$ cat src/rtl/ecc_pkg.sv
// ----------------------------------------------------------------------------
// ecc_pkg - shared definitions for the epoch calendar converter
// Pipeline stage indexes, divider reciprocals, calendar tables and the
// stage control type used between the control and datapath modules.
// ----------------------------------------------------------------------------
`default_nettype none

package ecc_pkg;

   // Pipeline stage indexes, stage E is the output register
   localparam int STAGES = 5;
   localparam int ST_A   = 0;
   localparam int ST_B   = 1;
   localparam int ST_C   = 2;
   localparam int ST_D   = 3;
   localparam int ST_E   = 4;

   // Calendar constants
   localparam logic [16:0] DAY_SECONDS   = 17'd86400;
   localparam logic [10:0] DAYS_PER_QUAD = 11'd1461;
   localparam logic [10:0] MINS_PER_DAY  = 11'd1440;
   localparam logic [5:0]  SIXTY         = 6'd60;
   localparam logic [7:0]  EPOCH_YEAR    = 8'd70;
   localparam logic [7:0]  LAST_YEAR     = 8'd138;
   localparam logic [3:0]  LAST_MONTH    = 4'd11;
   localparam logic [4:0]  LAST_HOUR     = 5'd23;
   localparam logic [5:0]  LAST_MINUTE   = 6'd59;

   // Reciprocals for exact division by constants: q = (x * RECIP) >> SHIFT
   // Seconds to days: (secs >> 7) / 675, 25-bit dividend
   localparam int          DAY_SHIFT  = 35;
   localparam logic [25:0] DAY_RECIP  = 26'(((64'd1 << DAY_SHIFT) + 64'd674) / 64'd675);
   // Days to four-year groups: days / 1461, 16-bit dividend
   localparam int          QUAD_SHIFT = 27;
   localparam logic [16:0] QUAD_RECIP = 17'(((64'd1 << QUAD_SHIFT) + 64'd1460) / 64'd1461);
   // Time of day to minutes: (tod >> 2) / 15, 15-bit dividend
   localparam int          MIN_SHIFT  = 19;
   localparam logic [15:0] MIN_RECIP  = 16'(((64'd1 << MIN_SHIFT) + 64'd14) / 64'd15);
   // Time of day to hours: (tod >> 4) / 225, 13-bit dividend
   localparam int          HOUR_SHIFT = 21;
   localparam logic [13:0] HOUR_RECIP = 14'(((64'd1 << HOUR_SHIFT) + 64'd224) / 64'd225);

   // Stage load enables from the control module
   typedef struct packed {
      logic [STAGES-1:0] load;
   } pipe_ctrl_type;

   // Length of a month, zero for codes past December
   function automatic logic [4:0] month_len(input logic leap, input logic [3:0] mon);
      logic [4:0] len;
      unique case (mon)
         4'd0, 4'd2, 4'd4, 4'd6, 4'd7, 4'd9, 4'd11: len = 5'd31;
         4'd3, 4'd5, 4'd8, 4'd10:                   len = 5'd30;
         4'd1:                                      len = leap ? 5'd29 : 5'd28;
         default:                                   len = 5'd0;
      endcase
      return len;
   endfunction

   // Day of year on which a month starts, zero for codes past December
   function automatic logic [8:0] month_start(input logic leap, input logic [3:0] mon);
      logic [8:0] start;
      unique case (mon)
         4'd0:    start = 9'd0;
         4'd1:    start = 9'd31;
         4'd2:    start = 9'd59;
         4'd3:    start = 9'd90;
         4'd4:    start = 9'd120;
         4'd5:    start = 9'd151;
         4'd6:    start = 9'd181;
         4'd7:    start = 9'd212;
         4'd8:    start = 9'd243;
         4'd9:    start = 9'd273;
         4'd10:   start = 9'd304;
         4'd11:   start = 9'd334;
         default: start = 9'd0;
      endcase
      if (leap && (mon >= 4'd2) && (mon <= LAST_MONTH)) begin
         start = start + 9'd1;
      end
      return start;
   endfunction

   // First day of each year within a four-year group, the third year is leap
   function automatic logic [10:0] year_offset(input logic [1:0] yr);
      logic [10:0] offs;
      unique case (yr)
         2'd0: offs = 11'd0;
         2'd1: offs = 11'd365;
         2'd2: offs = 11'd730;
         2'd3: offs = 11'd1096;
      endcase
      return offs;
   endfunction

   // Remainder by 7: octal digits carry weight 1 modulo 7
   function automatic logic [2:0] mod7(input logic [16:0] value);
      logic [17:0] padded;
      logic [5:0]  digit_sum;
      logic [3:0]  fold;
      padded    = {1'b0, value};
      digit_sum = '0;
      for (int i = 0; i < 6; i++) begin
         digit_sum = digit_sum + 6'(padded[3*i +: 3]);
      end
      fold = 4'(digit_sum[5:3]) + 4'(digit_sum[2:0]);
      if (fold >= 4'd7) begin
         fold = fold - 4'd7;
      end
      return fold[2:0];
   endfunction

endpackage

`default_nettype wire

$ cat src/rtl/ecc_if.sv
// ----------------------------------------------------------------------------
// ecc_if - request and response channels of the epoch calendar converter
// Valid/ready channels; a transaction moves at a clock edge with both high.
// ----------------------------------------------------------------------------
`default_nettype none

interface ecc_req_if;
   logic        valid;
   logic        ready;
   logic        func;
   logic [31:0] epoch_seconds;
   logic [7:0]  year_in;
   logic [3:0]  month_in;
   logic [4:0]  day_in;
   logic [4:0]  hour_in;
   logic [5:0]  minute_in;

   modport source (
      output valid, func, epoch_seconds, year_in, month_in, day_in, hour_in, minute_in,
      input  ready
   );
   modport sink (
      input  valid, func, epoch_seconds, year_in, month_in, day_in, hour_in, minute_in,
      output ready
   );
endinterface

interface ecc_rsp_if;
   logic        valid;
   logic        ready;
   logic        error;
   logic [31:0] epoch_out;
   logic [5:0]  second;
   logic [5:0]  minute;
   logic [4:0]  hour;
   logic [4:0]  day_of_month;
   logic [3:0]  month;
   logic [7:0]  year;
   logic [2:0]  weekday;
   logic [8:0]  day_of_year;

   modport source (
      output valid, error, epoch_out, second, minute, hour, day_of_month, month, year,
             weekday, day_of_year,
      input  ready
   );
   modport sink (
      input  valid, error, epoch_out, second, minute, hour, day_of_month, month, year,
             weekday, day_of_year,
      output ready
   );
endinterface

`default_nettype wire

$ cat src/rtl/ecc_ctrl.sv
// ----------------------------------------------------------------------------
// ecc_ctrl - pipeline valid chain and stage load enables
// Each stage loads when it is empty or the stage after it loads, so bubbles
// close up and a stalled output holds each full stage with no bubble after it.
// ----------------------------------------------------------------------------
`default_nettype none

module ecc_ctrl (
   input  logic                   clock,
   input  logic                   reset,
   input  logic                   in_valid,
   input  logic                   in_func,
   input  logic                   out_ready,
   output logic                   in_ready,
   output logic                   out_valid,
   output logic                   out_func,
   output ecc_pkg::pipe_ctrl_type ctrl
);

   logic [ecc_pkg::STAGES-1:0] valid_ff, valid_in;
   logic [ecc_pkg::STAGES-1:0] func_ff, func_in;
   logic [ecc_pkg::STAGES-1:0] load;
   logic [ecc_pkg::STAGES-1:0] prev_valid, prev_func;

   // Derive load enables from the output back to the input
   always_comb begin
      load[ecc_pkg::STAGES-1] = !valid_ff[ecc_pkg::STAGES-1] || out_ready;
      for (int k = ecc_pkg::STAGES - 2; k >= 0; k--) begin
         load[k] = !valid_ff[k] || load[k+1];
      end
   end

   // Advance valid and func bits into every loading stage
   assign prev_valid = {valid_ff[ecc_pkg::STAGES-2:0], in_valid};
   assign prev_func  = {func_ff[ecc_pkg::STAGES-2:0], in_func};

   always_comb begin
      for (int k = 0; k < ecc_pkg::STAGES; k++) begin
         valid_in[k] = load[k] ? prev_valid[k] : valid_ff[k];
         func_in[k]  = load[k] ? prev_func[k]  : func_ff[k];
      end
   end

   always_ff @(posedge clock) begin
      if (reset) begin
         valid_ff <= '0;
      end else begin
         valid_ff <= valid_in;
      end
   end

   always_ff @(posedge clock) begin
      func_ff <= func_in;
   end

   assign in_ready  = load[ecc_pkg::ST_A];
   assign out_valid = valid_ff[ecc_pkg::STAGES-1];
   assign out_func  = func_ff[ecc_pkg::STAGES-1];
   assign ctrl.load = load;

endmodule

`default_nettype wire

$ cat src/rtl/ecc_split.sv
// ----------------------------------------------------------------------------
// ecc_split - seconds count to calendar fields datapath
// Five stages: day division, time of day and group division, minute and
// hour division, year within group, month and day of month.
// ----------------------------------------------------------------------------
`default_nettype none

module ecc_split (
   input  logic                   clock,
   input  ecc_pkg::pipe_ctrl_type ctrl,
   input  logic [31:0]            epoch_seconds,
   output logic [5:0]             second,
   output logic [5:0]             minute,
   output logic [4:0]             hour,
   output logic [4:0]             day_of_month,
   output logic [3:0]             month,
   output logic [7:0]             year,
   output logic [2:0]             weekday,
   output logic [8:0]             day_of_year
);

   // Stage A: multiply by the day reciprocal
   logic [50:0] day_prod_ff, day_prod_in;
   logic [16:0] secs_lo_ff;

   assign day_prod_in = {26'd0, epoch_seconds[31:7]} * {25'd0, ecc_pkg::DAY_RECIP};

   always_ff @(posedge clock) begin
      if (ctrl.load[ecc_pkg::ST_A]) begin
         day_prod_ff <= day_prod_in;
         secs_lo_ff  <= epoch_seconds[16:0];
      end
   end

   // Stage B: time of day, four-year group and weekday
   logic [15:0] days_b;
   logic [32:0] day_secs, quad_prod;
   logic [15:0] days_ff;
   logic [16:0] tod_ff, tod_in;
   logic [5:0]  quad_b_ff, quad_b_in;
   logic [2:0]  wk_b_ff, wk_b_in;

   assign days_b    = day_prod_ff[50:35];
   assign day_secs  = {17'd0, days_b} * {16'd0, ecc_pkg::DAY_SECONDS};
   assign tod_in    = secs_lo_ff - day_secs[16:0];
   assign quad_prod = {17'd0, days_b} * {16'd0, ecc_pkg::QUAD_RECIP};
   assign quad_b_in = quad_prod[32:27];
   assign wk_b_in   = ecc_pkg::mod7({1'b0, days_b} + 17'd4);

   always_ff @(posedge clock) begin
      if (ctrl.load[ecc_pkg::ST_B]) begin
         days_ff   <= days_b;
         tod_ff    <= tod_in;
         quad_b_ff <= quad_b_in;
         wk_b_ff   <= wk_b_in;
      end
   end

   // Stage C: day within group, minutes and hours of the day
   logic [15:0] quad_days;
   logic [30:0] min_prod;
   logic [26:0] hour_prod;
   logic [15:0] rem_full;
   logic [10:0] rem_ff, rem_in;
   logic [10:0] mins_ff, mins_in;
   logic [4:0]  hour_c_ff, hour_c_in;
   logic [5:0]  tod_c_ff;
   logic [5:0]  quad_c_ff;
   logic [2:0]  wk_c_ff;

   assign quad_days = {10'd0, quad_b_ff} * {5'd0, ecc_pkg::DAYS_PER_QUAD};
   assign rem_full  = days_ff - quad_days;
   assign rem_in    = rem_full[10:0];
   assign min_prod  = {16'd0, tod_ff[16:2]} * {15'd0, ecc_pkg::MIN_RECIP};
   assign mins_in   = min_prod[29:19];
   assign hour_prod = {14'd0, tod_ff[16:4]} * {13'd0, ecc_pkg::HOUR_RECIP};
   assign hour_c_in = hour_prod[25:21];

   always_ff @(posedge clock) begin
      if (ctrl.load[ecc_pkg::ST_C]) begin
         rem_ff    <= rem_in;
         mins_ff   <= mins_in;
         hour_c_ff <= hour_c_in;
         tod_c_ff  <= tod_ff[5:0];
         quad_c_ff <= quad_b_ff;
         wk_c_ff   <= wk_b_ff;
      end
   end

   // Stage D: seconds, minute of hour, year within group
   logic [16:0] mins_secs;
   logic [10:0] hour_mins;
   logic [1:0]  offs;
   logic [10:0] rem_y_full;
   logic [5:0]  sec_d_ff, sec_d_in;
   logic [5:0]  min_d_ff, min_d_in;
   logic [4:0]  hour_d_ff;
   logic [2:0]  wk_d_ff;
   logic [7:0]  year_d_ff, year_d_in;
   logic        leap_ff, leap_in;
   logic [8:0]  doy_d_ff, doy_d_in;

   assign mins_secs = {6'd0, mins_ff} * {11'd0, ecc_pkg::SIXTY};
   assign hour_mins = {6'd0, hour_c_ff} * {5'd0, ecc_pkg::SIXTY};
   assign sec_d_in  = tod_c_ff - mins_secs[5:0];
   assign min_d_in  = mins_ff[5:0] - hour_mins[5:0];

   always_comb begin
      offs = 2'd0;
      if (rem_ff >= 11'd365) begin
         offs = 2'd1;
      end
      if (rem_ff >= 11'd730) begin
         offs = 2'd2;
      end
      if (rem_ff >= 11'd1096) begin
         offs = 2'd3;
      end
   end

   assign rem_y_full = rem_ff - ecc_pkg::year_offset(offs);
   assign doy_d_in   = rem_y_full[8:0];
   assign leap_in    = (offs == 2'd2);
   assign year_d_in  = ecc_pkg::EPOCH_YEAR + {quad_c_ff, 2'b00} + {6'd0, offs};

   always_ff @(posedge clock) begin
      if (ctrl.load[ecc_pkg::ST_D]) begin
         sec_d_ff  <= sec_d_in;
         min_d_ff  <= min_d_in;
         hour_d_ff <= hour_c_ff;
         wk_d_ff   <= wk_c_ff;
         year_d_ff <= year_d_in;
         leap_ff   <= leap_in;
         doy_d_ff  <= doy_d_in;
      end
   end

   // Stage E: month and day of month
   logic [3:0] mon_in;
   logic [8:0] day_full;
   logic [5:0] sec_e_ff;
   logic [5:0] min_e_ff;
   logic [4:0] hour_e_ff;
   logic [4:0] mday_e_ff;
   logic [3:0] mon_e_ff;
   logic [7:0] year_e_ff;
   logic [2:0] wk_e_ff;
   logic [8:0] doy_e_ff;

   // Count month starts at or before the day of year
   always_comb begin
      mon_in = 4'd0;
      for (int m = 1; m <= 11; m++) begin
         if (doy_d_ff >= ecc_pkg::month_start(leap_ff, 4'(m))) begin
            mon_in = mon_in + 4'd1;
         end
      end
   end

   assign day_full = doy_d_ff - ecc_pkg::month_start(leap_ff, mon_in) + 9'd1;

   always_ff @(posedge clock) begin
      if (ctrl.load[ecc_pkg::ST_E]) begin
         sec_e_ff  <= sec_d_ff;
         min_e_ff  <= min_d_ff;
         hour_e_ff <= hour_d_ff;
         mday_e_ff <= day_full[4:0];
         mon_e_ff  <= mon_in;
         year_e_ff <= year_d_ff;
         wk_e_ff   <= wk_d_ff;
         doy_e_ff  <= doy_d_ff;
      end
   end

   assign second       = sec_e_ff;
   assign minute       = min_e_ff;
   assign hour         = hour_e_ff;
   assign day_of_month = mday_e_ff;
   assign month        = mon_e_ff;
   assign year         = year_e_ff;
   assign weekday      = wk_e_ff;
   assign day_of_year  = doy_e_ff;

endmodule

`default_nettype wire

$ cat src/rtl/ecc_build.sv
// ----------------------------------------------------------------------------
// ecc_build - calendar fields to seconds count datapath
// Five stages: checks and partial day counts, day total, minute total,
// seconds total, error masking.
// ----------------------------------------------------------------------------
`default_nettype none

module ecc_build (
   input  logic                   clock,
   input  ecc_pkg::pipe_ctrl_type ctrl,
   input  logic [7:0]             year_in,
   input  logic [3:0]             month_in,
   input  logic [4:0]             day_in,
   input  logic [4:0]             hour_in,
   input  logic [5:0]             minute_in,
   output logic                   error,
   output logic [31:0]            epoch_out
);

   // Stage A: range checks, days to the year and to the month
   logic [7:0]  yr_rel;
   logic        leap_a;
   logic [4:0]  mlen;
   logic        err_a_in;
   logic [14:0] ybase_in, ybase_ff;
   logic [8:0]  moff_in, moff_ff;
   logic [4:0]  hour_a_ff;
   logic [5:0]  min_a_ff;
   logic        err_a_ff;

   assign yr_rel   = year_in - ecc_pkg::EPOCH_YEAR;
   assign leap_a   = (yr_rel[1:0] == 2'd2);
   assign mlen     = ecc_pkg::month_len(leap_a, month_in);
   assign err_a_in = (year_in < ecc_pkg::EPOCH_YEAR) || (year_in > ecc_pkg::LAST_YEAR) ||
                     (month_in > ecc_pkg::LAST_MONTH) || (hour_in > ecc_pkg::LAST_HOUR) ||
                     (minute_in > ecc_pkg::LAST_MINUTE) || (day_in == 5'd0) ||
                     (day_in > mlen);
   assign ybase_in = ({10'd0, yr_rel[6:2]} * {4'd0, ecc_pkg::DAYS_PER_QUAD}) +
                     {4'd0, ecc_pkg::year_offset(yr_rel[1:0])};
   assign moff_in  = ecc_pkg::month_start(leap_a, month_in) + {4'd0, day_in} - 9'd1;

   always_ff @(posedge clock) begin
      if (ctrl.load[ecc_pkg::ST_A]) begin
         err_a_ff  <= err_a_in;
         ybase_ff  <= ybase_in;
         moff_ff   <= moff_in;
         hour_a_ff <= hour_in;
         min_a_ff  <= minute_in;
      end
   end

   // Stage B: day total and minute of day
   logic [10:0] hour_mins;
   logic [14:0] days_ff;
   logic [10:0] hm_ff;
   logic        err_b_ff;

   assign hour_mins = {6'd0, hour_a_ff} * {5'd0, ecc_pkg::SIXTY};

   always_ff @(posedge clock) begin
      if (ctrl.load[ecc_pkg::ST_B]) begin
         err_b_ff <= err_a_ff;
         days_ff  <= ybase_ff + {6'd0, moff_ff};
         hm_ff    <= hour_mins + {5'd0, min_a_ff};
      end
   end

   // Stage C: minute total
   logic [25:0] day_mins;
   logic [25:0] mtot_ff;
   logic        err_c_ff;

   assign day_mins = {11'd0, days_ff} * {15'd0, ecc_pkg::MINS_PER_DAY};

   always_ff @(posedge clock) begin
      if (ctrl.load[ecc_pkg::ST_C]) begin
         err_c_ff <= err_b_ff;
         mtot_ff  <= day_mins + {15'd0, hm_ff};
      end
   end

   // Stage D: seconds total
   logic [31:0] secs_tot;
   logic [31:0] secs_ff;
   logic        err_d_ff;

   assign secs_tot = {6'd0, mtot_ff} * {26'd0, ecc_pkg::SIXTY};

   always_ff @(posedge clock) begin
      if (ctrl.load[ecc_pkg::ST_D]) begin
         err_d_ff <= err_c_ff;
         secs_ff  <= secs_tot;
      end
   end

   // Stage E: drop the count on an invalid date
   logic [31:0] epoch_e_ff;
   logic        err_e_ff;

   always_ff @(posedge clock) begin
      if (ctrl.load[ecc_pkg::ST_E]) begin
         err_e_ff   <= err_d_ff;
         epoch_e_ff <= err_d_ff ? 32'd0 : secs_ff;
      end
   end

   assign error     = err_e_ff;
   assign epoch_out = epoch_e_ff;

endmodule

`default_nettype wire

$ cat src/rtl/epoch_calendar_converter_top.sv
// ----------------------------------------------------------------------------
// epoch_calendar_converter_top - seconds count / calendar converter
// Converts a 32-bit seconds count from 1970 to calendar fields (func 0) or
// calendar fields to a seconds count (func 1), every fourth year a leap year.
//
// Channels: req_chan takes one conversion per transaction, rsp_chan returns
// one result per request, in order. With func 0 error and epoch_out read 0;
// with func 1 the calendar fields read 0 and an invalid date sets error with
// epoch_out 0.
// Latency: five register stages, A to E; the response is valid once the
// request has reached stage E, the output register.
// Throughput: one transaction per cycle unless stalled; the multiplies by
// the day, group, minute and hour reciprocals span the first three stages.
// Stall: while rsp_chan.ready is low the full stages ahead of any bubble
// hold; the rest move up, so req_chan.ready stays high until all five are full.
// Reset: synchronous, clears all stage valid bits; the block accepts
// requests in the first cycle after reset is released.
// ----------------------------------------------------------------------------
`default_nettype none

module epoch_calendar_converter_top (
   input  logic      clock,
   input  logic      reset,
   ecc_req_if.sink   req_chan,
   ecc_rsp_if.source rsp_chan
);

   ecc_pkg::pipe_ctrl_type ctrl;
   logic                   out_func;
   logic                   build_error;
   logic [31:0]            build_epoch;
   logic [5:0]             split_second;
   logic [5:0]             split_minute;
   logic [4:0]             split_hour;
   logic [4:0]             split_mday;
   logic [3:0]             split_month;
   logic [7:0]             split_year;
   logic [2:0]             split_weekday;
   logic [8:0]             split_doy;

   // Valid chain and stage enables
   ecc_ctrl u_ctrl (
      .clock     (clock),
      .reset     (reset),
      .in_valid  (req_chan.valid),
      .in_func   (req_chan.func),
      .out_ready (rsp_chan.ready),
      .in_ready  (req_chan.ready),
      .out_valid (rsp_chan.valid),
      .out_func  (out_func),
      .ctrl      (ctrl)
   );

   // Seconds to calendar
   ecc_split u_split (
      .clock         (clock),
      .ctrl          (ctrl),
      .epoch_seconds (req_chan.epoch_seconds),
      .second        (split_second),
      .minute        (split_minute),
      .hour          (split_hour),
      .day_of_month  (split_mday),
      .month         (split_month),
      .year          (split_year),
      .weekday       (split_weekday),
      .day_of_year   (split_doy)
   );

   // Calendar to seconds
   ecc_build u_build (
      .clock     (clock),
      .ctrl      (ctrl),
      .year_in   (req_chan.year_in),
      .month_in  (req_chan.month_in),
      .day_in    (req_chan.day_in),
      .hour_in   (req_chan.hour_in),
      .minute_in (req_chan.minute_in),
      .error     (build_error),
      .epoch_out (build_epoch)
   );

   // Zero the fields of the direction not taken
   assign rsp_chan.error        = out_func & build_error;
   assign rsp_chan.epoch_out    = out_func ? build_epoch : 32'd0;
   assign rsp_chan.second       = out_func ? 6'd0 : split_second;
   assign rsp_chan.minute       = out_func ? 6'd0 : split_minute;
   assign rsp_chan.hour         = out_func ? 5'd0 : split_hour;
   assign rsp_chan.day_of_month = out_func ? 5'd0 : split_mday;
   assign rsp_chan.month        = out_func ? 4'd0 : split_month;
   assign rsp_chan.year         = out_func ? 8'd0 : split_year;
   assign rsp_chan.weekday      = out_func ? 3'd0 : split_weekday;
   assign rsp_chan.day_of_year  = out_func ? 9'd0 : split_doy;

endmodule

`default_nettype wire
$ cat src/flat_wrapper.sv
// flat-port wrapper written by rule: the top's interface ports become plain ports
module epoch_calendar_converter_top_flat 
  (clock, reset, req_chan_valid, req_chan_func, req_chan_epoch_seconds, req_chan_year_in, req_chan_month_in, req_chan_day_in, req_chan_hour_in, req_chan_minute_in, req_chan_ready, rsp_chan_valid, rsp_chan_error, rsp_chan_epoch_out, rsp_chan_second, rsp_chan_minute, rsp_chan_hour, rsp_chan_day_of_month, rsp_chan_month, rsp_chan_year, rsp_chan_weekday, rsp_chan_day_of_year, rsp_chan_ready);
  ecc_req_if req_chan_i ();
  ecc_rsp_if rsp_chan_i ();
  input  logic clock;
  input  logic reset;
  input wire logic [$bits(req_chan_i.valid)-1:0] req_chan_valid;
  input wire logic [$bits(req_chan_i.func)-1:0] req_chan_func;
  input wire logic [$bits(req_chan_i.epoch_seconds)-1:0] req_chan_epoch_seconds;
  input wire logic [$bits(req_chan_i.year_in)-1:0] req_chan_year_in;
  input wire logic [$bits(req_chan_i.month_in)-1:0] req_chan_month_in;
  input wire logic [$bits(req_chan_i.day_in)-1:0] req_chan_day_in;
  input wire logic [$bits(req_chan_i.hour_in)-1:0] req_chan_hour_in;
  input wire logic [$bits(req_chan_i.minute_in)-1:0] req_chan_minute_in;
  output wire logic [$bits(req_chan_i.ready)-1:0] req_chan_ready;
  output wire logic [$bits(rsp_chan_i.valid)-1:0] rsp_chan_valid;
  output wire logic [$bits(rsp_chan_i.error)-1:0] rsp_chan_error;
  output wire logic [$bits(rsp_chan_i.epoch_out)-1:0] rsp_chan_epoch_out;
  output wire logic [$bits(rsp_chan_i.second)-1:0] rsp_chan_second;
  output wire logic [$bits(rsp_chan_i.minute)-1:0] rsp_chan_minute;
  output wire logic [$bits(rsp_chan_i.hour)-1:0] rsp_chan_hour;
  output wire logic [$bits(rsp_chan_i.day_of_month)-1:0] rsp_chan_day_of_month;
  output wire logic [$bits(rsp_chan_i.month)-1:0] rsp_chan_month;
  output wire logic [$bits(rsp_chan_i.year)-1:0] rsp_chan_year;
  output wire logic [$bits(rsp_chan_i.weekday)-1:0] rsp_chan_weekday;
  output wire logic [$bits(rsp_chan_i.day_of_year)-1:0] rsp_chan_day_of_year;
  input wire logic [$bits(rsp_chan_i.ready)-1:0] rsp_chan_ready;
  assign req_chan_i.valid = req_chan_valid;
  assign req_chan_i.func = req_chan_func;
  assign req_chan_i.epoch_seconds = req_chan_epoch_seconds;
  assign req_chan_i.year_in = req_chan_year_in;
  assign req_chan_i.month_in = req_chan_month_in;
  assign req_chan_i.day_in = req_chan_day_in;
  assign req_chan_i.hour_in = req_chan_hour_in;
  assign req_chan_i.minute_in = req_chan_minute_in;
  assign req_chan_ready = req_chan_i.ready;
  assign rsp_chan_valid = rsp_chan_i.valid;
  assign rsp_chan_error = rsp_chan_i.error;
  assign rsp_chan_epoch_out = rsp_chan_i.epoch_out;
  assign rsp_chan_second = rsp_chan_i.second;
  assign rsp_chan_minute = rsp_chan_i.minute;
  assign rsp_chan_hour = rsp_chan_i.hour;
  assign rsp_chan_day_of_month = rsp_chan_i.day_of_month;
  assign rsp_chan_month = rsp_chan_i.month;
  assign rsp_chan_year = rsp_chan_i.year;
  assign rsp_chan_weekday = rsp_chan_i.weekday;
  assign rsp_chan_day_of_year = rsp_chan_i.day_of_year;
  assign rsp_chan_i.ready = rsp_chan_ready;
  epoch_calendar_converter_top u_core (.clock(clock), .reset(reset), .req_chan(req_chan_i), .rsp_chan(rsp_chan_i));
endmodule
$ cat config.mk
export PLATFORM = sky130hd
export DESIGN_NAME = epoch_calendar_converter_top_flat
export DESIGN_NICKNAME = d
export VERILOG_FILES = /design/src/rtl/ecc_pkg.sv /design/src/rtl/ecc_if.sv /design/src/rtl/ecc_ctrl.sv /design/src/rtl/ecc_split.sv /design/src/rtl/ecc_build.sv /design/src/rtl/epoch_calendar_converter_top.sv /design/src/flat_wrapper.sv
export SDC_FILE = /design/constraint.sdc
export NUM_CORES = 2
export LEC_CHECK = 0
export BUFFER_PORTS_ARGS = -buffer_cell sky130_fd_sc_hd__buf_4
export CAP_MARGIN = 20
export CORE_MARGIN = 3
export CORE_UTILIZATION = 25
export DETAILED_ROUTE_END_ITERATION = 10
export SETUP_SLACK_MARGIN = 0.02
export SYNTH_ARGS = -nofsm -noshare
export SYNTH_HDL_FRONTEND = slang
export SYNTH_SLANG_ARGS = --single-unit
$ cat constraint.sdc
create_clock -name clock -period 13.78 [get_ports clock]
set_input_delay 4.134 -clock clock [delete_from_list [all_inputs] [get_ports clock]]
set_output_delay 4.134 -clock clock [all_outputs]
set_load 0.01 [all_outputs]
Yosys cells after proc, flatten, opt, wreduce, memory -nomap -nowiden
Memory sizes are Yosys's and may differ from the RTL's.
Index checks and enable logic that the tools add are counted.

cells by class
  add/sub/neg operators = 36
  multiply operators = 12
  divide/modulo/power cells = 0
  $lt $le $gt $ge = 25
  equal/unequal tests = 17
  shift-type cells = 0
  mux-type cells = 40
  bitwise logic cells = 1
  reduce and logical (&&, ||, !) cells = 26

operators with widths
  kind                                                                   count
  25-bit by 26-bit multiplier with 51-bit output, second input constant  1
  4-bit 2-to-1 mux                                                       12
  11-bit case mux with 4 select lines                                    1
  4-bit by 1-bit adder with 4-bit output, second input constant          10
  9-bit by 8-bit greater-or-equal comparator with 1-bit output           4
  9-bit case mux with 4 select lines                                     1
  32-bit 2-to-1 mux                                                      1
  16-bit by 15-bit multiplier with 31-bit output, second input constant  1
  15-bit by 16-bit multiplier with 30-bit output, second input constant  1
  26-bit by 4-bit multiplier with 30-bit output, second input constant   1
  9-bit greater-or-equal comparator                                      3
  26-bit by 11-bit adder with 26-bit output                              1
  13-bit by 14-bit multiplier with 26-bit output, second input constant  1
  15-bit by 6-bit multiplier with 21-bit output, second input constant   1
  9-bit by 7-bit greater-or-equal comparator with 1-bit output           2
  9-bit 2-to-1 mux                                                       2
  16-bit by 3-bit adder with 17-bit output, second input constant        1
  17-bit subtractor                                                      1
  4-bit by 3-bit equality test with 1-bit output, second input constant  4
  4-bit equality test, second input constant                             4
  16-bit by 10-bit multiplier with 10-bit output, second input constant  1
  15-bit by 11-bit adder with 15-bit output                              1
  15-bit by 9-bit adder with 15-bit output                               1
  5-bit by 11-bit multiplier with 15-bit output, second input constant   1
  other kinds (56)                                                       100

word-level totals
  flip-flop bits (word level) = 393
  latch bits = 0
  bits in writable memories = 0
  memory bits (read-only) = 288
  input port bits = 65
  output and inout bits = 81
  word-level logic and storage cells = 210
  memories kept = 2

memory list
  name              words  width  rd ports  clocked after Yosys merged registers in  write ports  line           source
  (name not given)  16     9      1         0                                        0            ecc_pkg.sv:63  unique case (mon)
  (name not given)  16     9      1         0                                        0            ecc_pkg.sv:63

Longest topological paths before layout
  depth after elaboration = 28
  mapped depth = 49
  gate-level depth less buffers = 49

Hierarchy
A second synthesis with hierarchy kept.

second synthesis, totals
  cell total of the unflattened synthesis = 3712
  area, all modules = 41745.0 um^2

by module, submodules not included
  module                        times used  cells an instance  area each (um^2)  sequential area each (um^2)
  ecc_split                     1           2477               28129.5           5735.5
  ecc_build                     1           1120               12695.9           4564.4
  epoch_calendar_converter_top  1           87                 550.5             0.0
  ecc_ctrl                      1           28                 369.1             250.2

Least setup slack after synthesis
OpenSTA, ideal clock, no wires.

  path type = input to output
  from = input rsp_chan_ready
  to = output req_chan_ready
  arrival time = 6.279 ns
  data required time = 9.646 ns
  slack = 3.367 ns
  stages on the path = 3
  buffers on the path = 0
  cells stage by stage = nor2b_1 > and3_1 > nand3_1

between the ends
  cells in the longest elaborated chain, start to end = 5

RTL lines
  item                           line                source
  from (decl)                    flat_wrapper.sv:28  input wire logic [$bits(rsp_chan_i.ready)-1:0] rsp_chan_ready;
  1-bit logical OR               ecc_ctrl.sv:27      load[ecc_pkg::STAGES-1] = !valid_ff[ecc_pkg::STAGES-1] || out_ready;
  1-bit logical OR (4 in a row)  ecc_ctrl.sv:29      load[k] = !valid_ff[k] || load[k+1];
  to (decl)                      flat_wrapper.sv:16  output wire logic [$bits(req_chan_i.ready)-1:0] req_chan_ready;

No other way between the ends.

Final worst setup path
  from = register u_core.u_split.leap_ff
  to = register u_core.u_split.mday_e_ff[4], in the netlist u_core.u_split.day_of_month[4], data pin

between the ends
  cells in the longest elaborated chain, start to end = 27
  elaborated cells between the ends (all ways) = 48
  those cells by class = add/sub: 12; order compare: 12; mux: 21; reduce/logical: 2; memory: 1

RTL lines
  item                                                                                                   line              source
  from (decl)                                                                                            ecc_split.sv:100  logic leap_ff, leap_in;
  from (signal assigned)                                                                                 ecc_split.sv:133  leap_ff <= leap_in;
  branches (longest 24 deep; another with 9-bit by 6-bit greater-or-equal comparator with 1-bit output)  -
  5-bit 2-to-1 mux (*)                                                                                   ecc_pkg.sv:78     if (leap && (mon >= 4'd2) && (mon <= LAST_MONTH)) begin
  5-bit subtractor (*)                                                                                   ecc_split.sv:160  assign day_full = doy_d_ff - ecc_pkg::month_start(leap_ff, mon_in) + 9'd1;
  5-bit by 1-bit adder with 5-bit output (*)                                                             ecc_split.sv:160
  via u_core.u_split.day_full[4]                                                                         ecc_split.sv:140  logic [8:0] day_full;
  to (signal assigned)                                                                                   ecc_split.sv:167  mday_e_ff <= day_full[4:0];
  to (decl)                                                                                              ecc_split.sv:144  logic [4:0] mday_e_ff;

Mark *: on every way through the listed nets, which the timed path passes.
A chain may end at the register's enable or synchronous reset.

==> results.sh <==
export IMPL_track_usage_pct=10.7
export IMPL_status="finished clean"
export IMPL_start_util_pct=25.2
export IMPL_finClkSkew_ns=0.0347
export IMPL_detail_route_wl_per_cell_microns=14.7
export IMPL_via_per_inst=4.16
export IMPL_setup_tns_final_ns=0
export IMPL_post_cts_buffers=0
export IMPL_max_cap_violations=0
export IMPL_io_buffer_count=143
export IMPL_grt_pass1_wl_microns=144000
export IMPL_clock_sinks=353
export IMPL_tritoncts="built"
export IMPL_yosys_top_cells_area="edfxtp_1 (25%), ha_1 (25%), fa_1 (23%)"
export IMPL_cts_clk_slew_worst_paths_ns=0.06
export IMPL_wirelength_microns=88600
export IMPL_die_h_microns=412
export IMPL_crit_path_top_delay_cell="mux2i_1"
export IMPL_whs_ns=0.416
export IMPL_cts_hold_buf=0
export IMPL_io_pins=146
export IMPL_cts_resized_gates=0
export IMPL_ys_seq_area_share_pct=25.6
export IMPL_drive_gt1_share_pct=6.68
export IMPL_syn_avg_cell_area_sq_um=11.3
export IMPL_yosys_area_top_type="edfxtp_1"
export IMPL_worst_slew_pin_transition_ns=1.01
export IMPL_period_needed_ns=10.87
export IMPL_yosys_top_cells_count="ha_1 (822), inv_1 (780), fa_1 (465), edfxtp_1 (348), xnor2_1 (175)"
export IMPL_slew_violations=0
export IMPL_cts_max_level=2
export IMPL_yosys_warnings=0
export IMPL_synth_edf_count=348
export IMPL_hold_viol_final=0
export IMPL_netlist_instances=3645
export IMPL_drcViolationCount=0
export IMPL_syn_cell_area_sq_mm=0.0412
export IMPL_die_area_sq_mm=0.170
export IMPL_max_freq_mhz=92.0
export IMPL_ys_flop_type="edfxtp_1"
export IMPL_rsz0062_at_grt="false"
export IMPL_die_w_microns=412
export IMPL_max_stage_delay_ns=0.51
export IMPL_grt_max_degree=71
export IMPL_clock_latency_ns=0.60
export IMPL_drtAntennaViolNets=0
export IMPL_crit_type="register to register"
export IMPL_layout_nets=5166
export IMPL_async_flop_share_pct=0
export IMPL_clk_path_buf_depth=3
export IMPL_root_buffer="clkbuf_16"
export IMPL_grt_pass1_vias=26764
export IMPL_dr_pass1_iters=6
export IMPL_cts_inserted_buffers=44
export IMPL_start_kind="register"
export IMPL_path_max_fanout=8
export IMPL_gp_congestion=0.889
export IMPL_antenna_found_initial=11
export IMPL_max_slew_margin_pct=32.8
export IMPL_vias=25047
export IMPL_synth_most_common_cell="ha_1"
export IMPL_reg2reg_depth=48
export IMPL_grt_ovfl_total=0
export IMPL_fin_crit_sh_pct=78.9
export IMPL_ys_ff_latch=353
export IMPL_hold_depth=0
export IMPL_synthDistinctLibCells=82
export IMPL_critPathMostFrequentCell="ha_1"
export IMPL_worst_hold_path_type="register to register"
export IMPL_synth_top_area_share_pct=25.4
export IMPL_critPathArrivalTime_ns=11.23
export IMPL_drt_iter0_drc=933
export IMPL_critPathCaptureType="register"
export IMPL_area_growth_pct=12.9
export IMPL_required_ns=14.14
export IMPL_post_dp_hpwl_microns=75700
export IMPL_coreArea_sq_mm=0.163
export IMPL_setup_viol_count_final=0
export IMPL_rows=148
-- stage by stage --
step / utilization [%] / worst slack (ns) / cells / area (sq um)
after floorplan: - / 3.37 / 3646 / 41200
after global placement: 27.5 / 3.24 / 5943 / 44900
after detailed placement: 27.5 / 2.97 / 5943 / 44900
after CTS: 28.5 / 2.95 / 6022 / 46400
after global routing: 28.5 / 2.28 / 6022 / 46400
final: 28.5 / 2.91 / 6025 / 46500
-- final timing paths --
path / slack [ns] / to / startpoint
hold reg to reg: 0.42 / u_core.u_split.year[6] / u_core.u_split.year_d_ff[6]
setup reg to reg: 2.91 / u_core.u_split.day_of_month[4] / u_core.u_split.leap_ff
hold / removal: 0.42 / u_core.u_split.year[6] / u_core.u_split.year_d_ff[6]
setup / recovery: 2.91 / u_core.u_split.day_of_month[4] / u_core.u_split.leap_ff
-- sequential cells by signal (all words and copies together) (netlist names), 15 cells and up --
register and flops:
u_core.u_build.days_ff 15, u_core.u_build.epoch_out 30, u_core.u_split.day_prod_ff 18, u_core.u_build.ybase_ff 15, u_core.u_split.tod_ff 17, u_core.u_build.mtot_ff 26, u_core.u_split.secs_lo_ff 15, u_core.u_build.secs_ff 30
-- layout by cell type (no fill, tap or decap), drive strengths merged, types with 7 or more instances in the layout --
cell	n
nand4	16
mux2i	9
a21oi	131
nor2	96
xor2	81
a21o	81
or2	10
nand2	83
and2	44
o21a	21
xnor2	178
a211oi	8
bufinv	9
nor3b	7
inv	786
nor2b	104
edfxtp	348
o21bai	36
nor3	23
clkbuf	48
clkinv	17
ha	822
buf	148
o21ai	69
and3	24
nand3	35
nand2b	24
a31oi	13
fa	465
-- logic make-up (layout without fill, tap and decap cells) --
group	Yosys count	count (layout)	share of synthesized area, %
buffers and inverters	809	1010	7.42
AND/OR/NAND/NOR	499	499	6.52
adder cells (fa/ha/maj)	1287	1287	47.6
multiplexers	12	12	0.310
XOR/XNOR	261	261	5.77
AO/OA/AOI/OAI	423	423	6.73
flip-flops	353	353	25.6
other	1	5	0.00911
-- cell type report --
class                           count  area [sq um]
Antenna cell                        3          7.51
Clock buffer                       48          1120
Clock inverter                     31           428
Fill cell                       16796        117000
Inverter                          783          2940
Multi-Input combinational cell   2484         27600
Sequential cell                   353         10600
Tap cell                         2175          2720
Timing Repair Buffer              148          1110
-- critical path: cells and delay by family (launching register included) --
family	cells	cell delay (ns)
mux	3	0.97
buf+inv	4	0.42
xor+xnor	4	0.57
fa+ha+maj	14	4.20
compound gates	11	2.39
simple gates	12	1.56
flops	1	0.49
-- routing by layer --
layer,track usage [%],share of wire [%],vias to the layer above
met4,2.54,2.1,14
met1,14.2,47,12130
met3,2.11,4.8,103
met2,17.8,46,383
met5,0,0.10,-
li1,-,-,12417
Power is left out: the tool's default activity adds up to more than one toggle a clock period on the data nets, which glitch-free logic cannot reach.
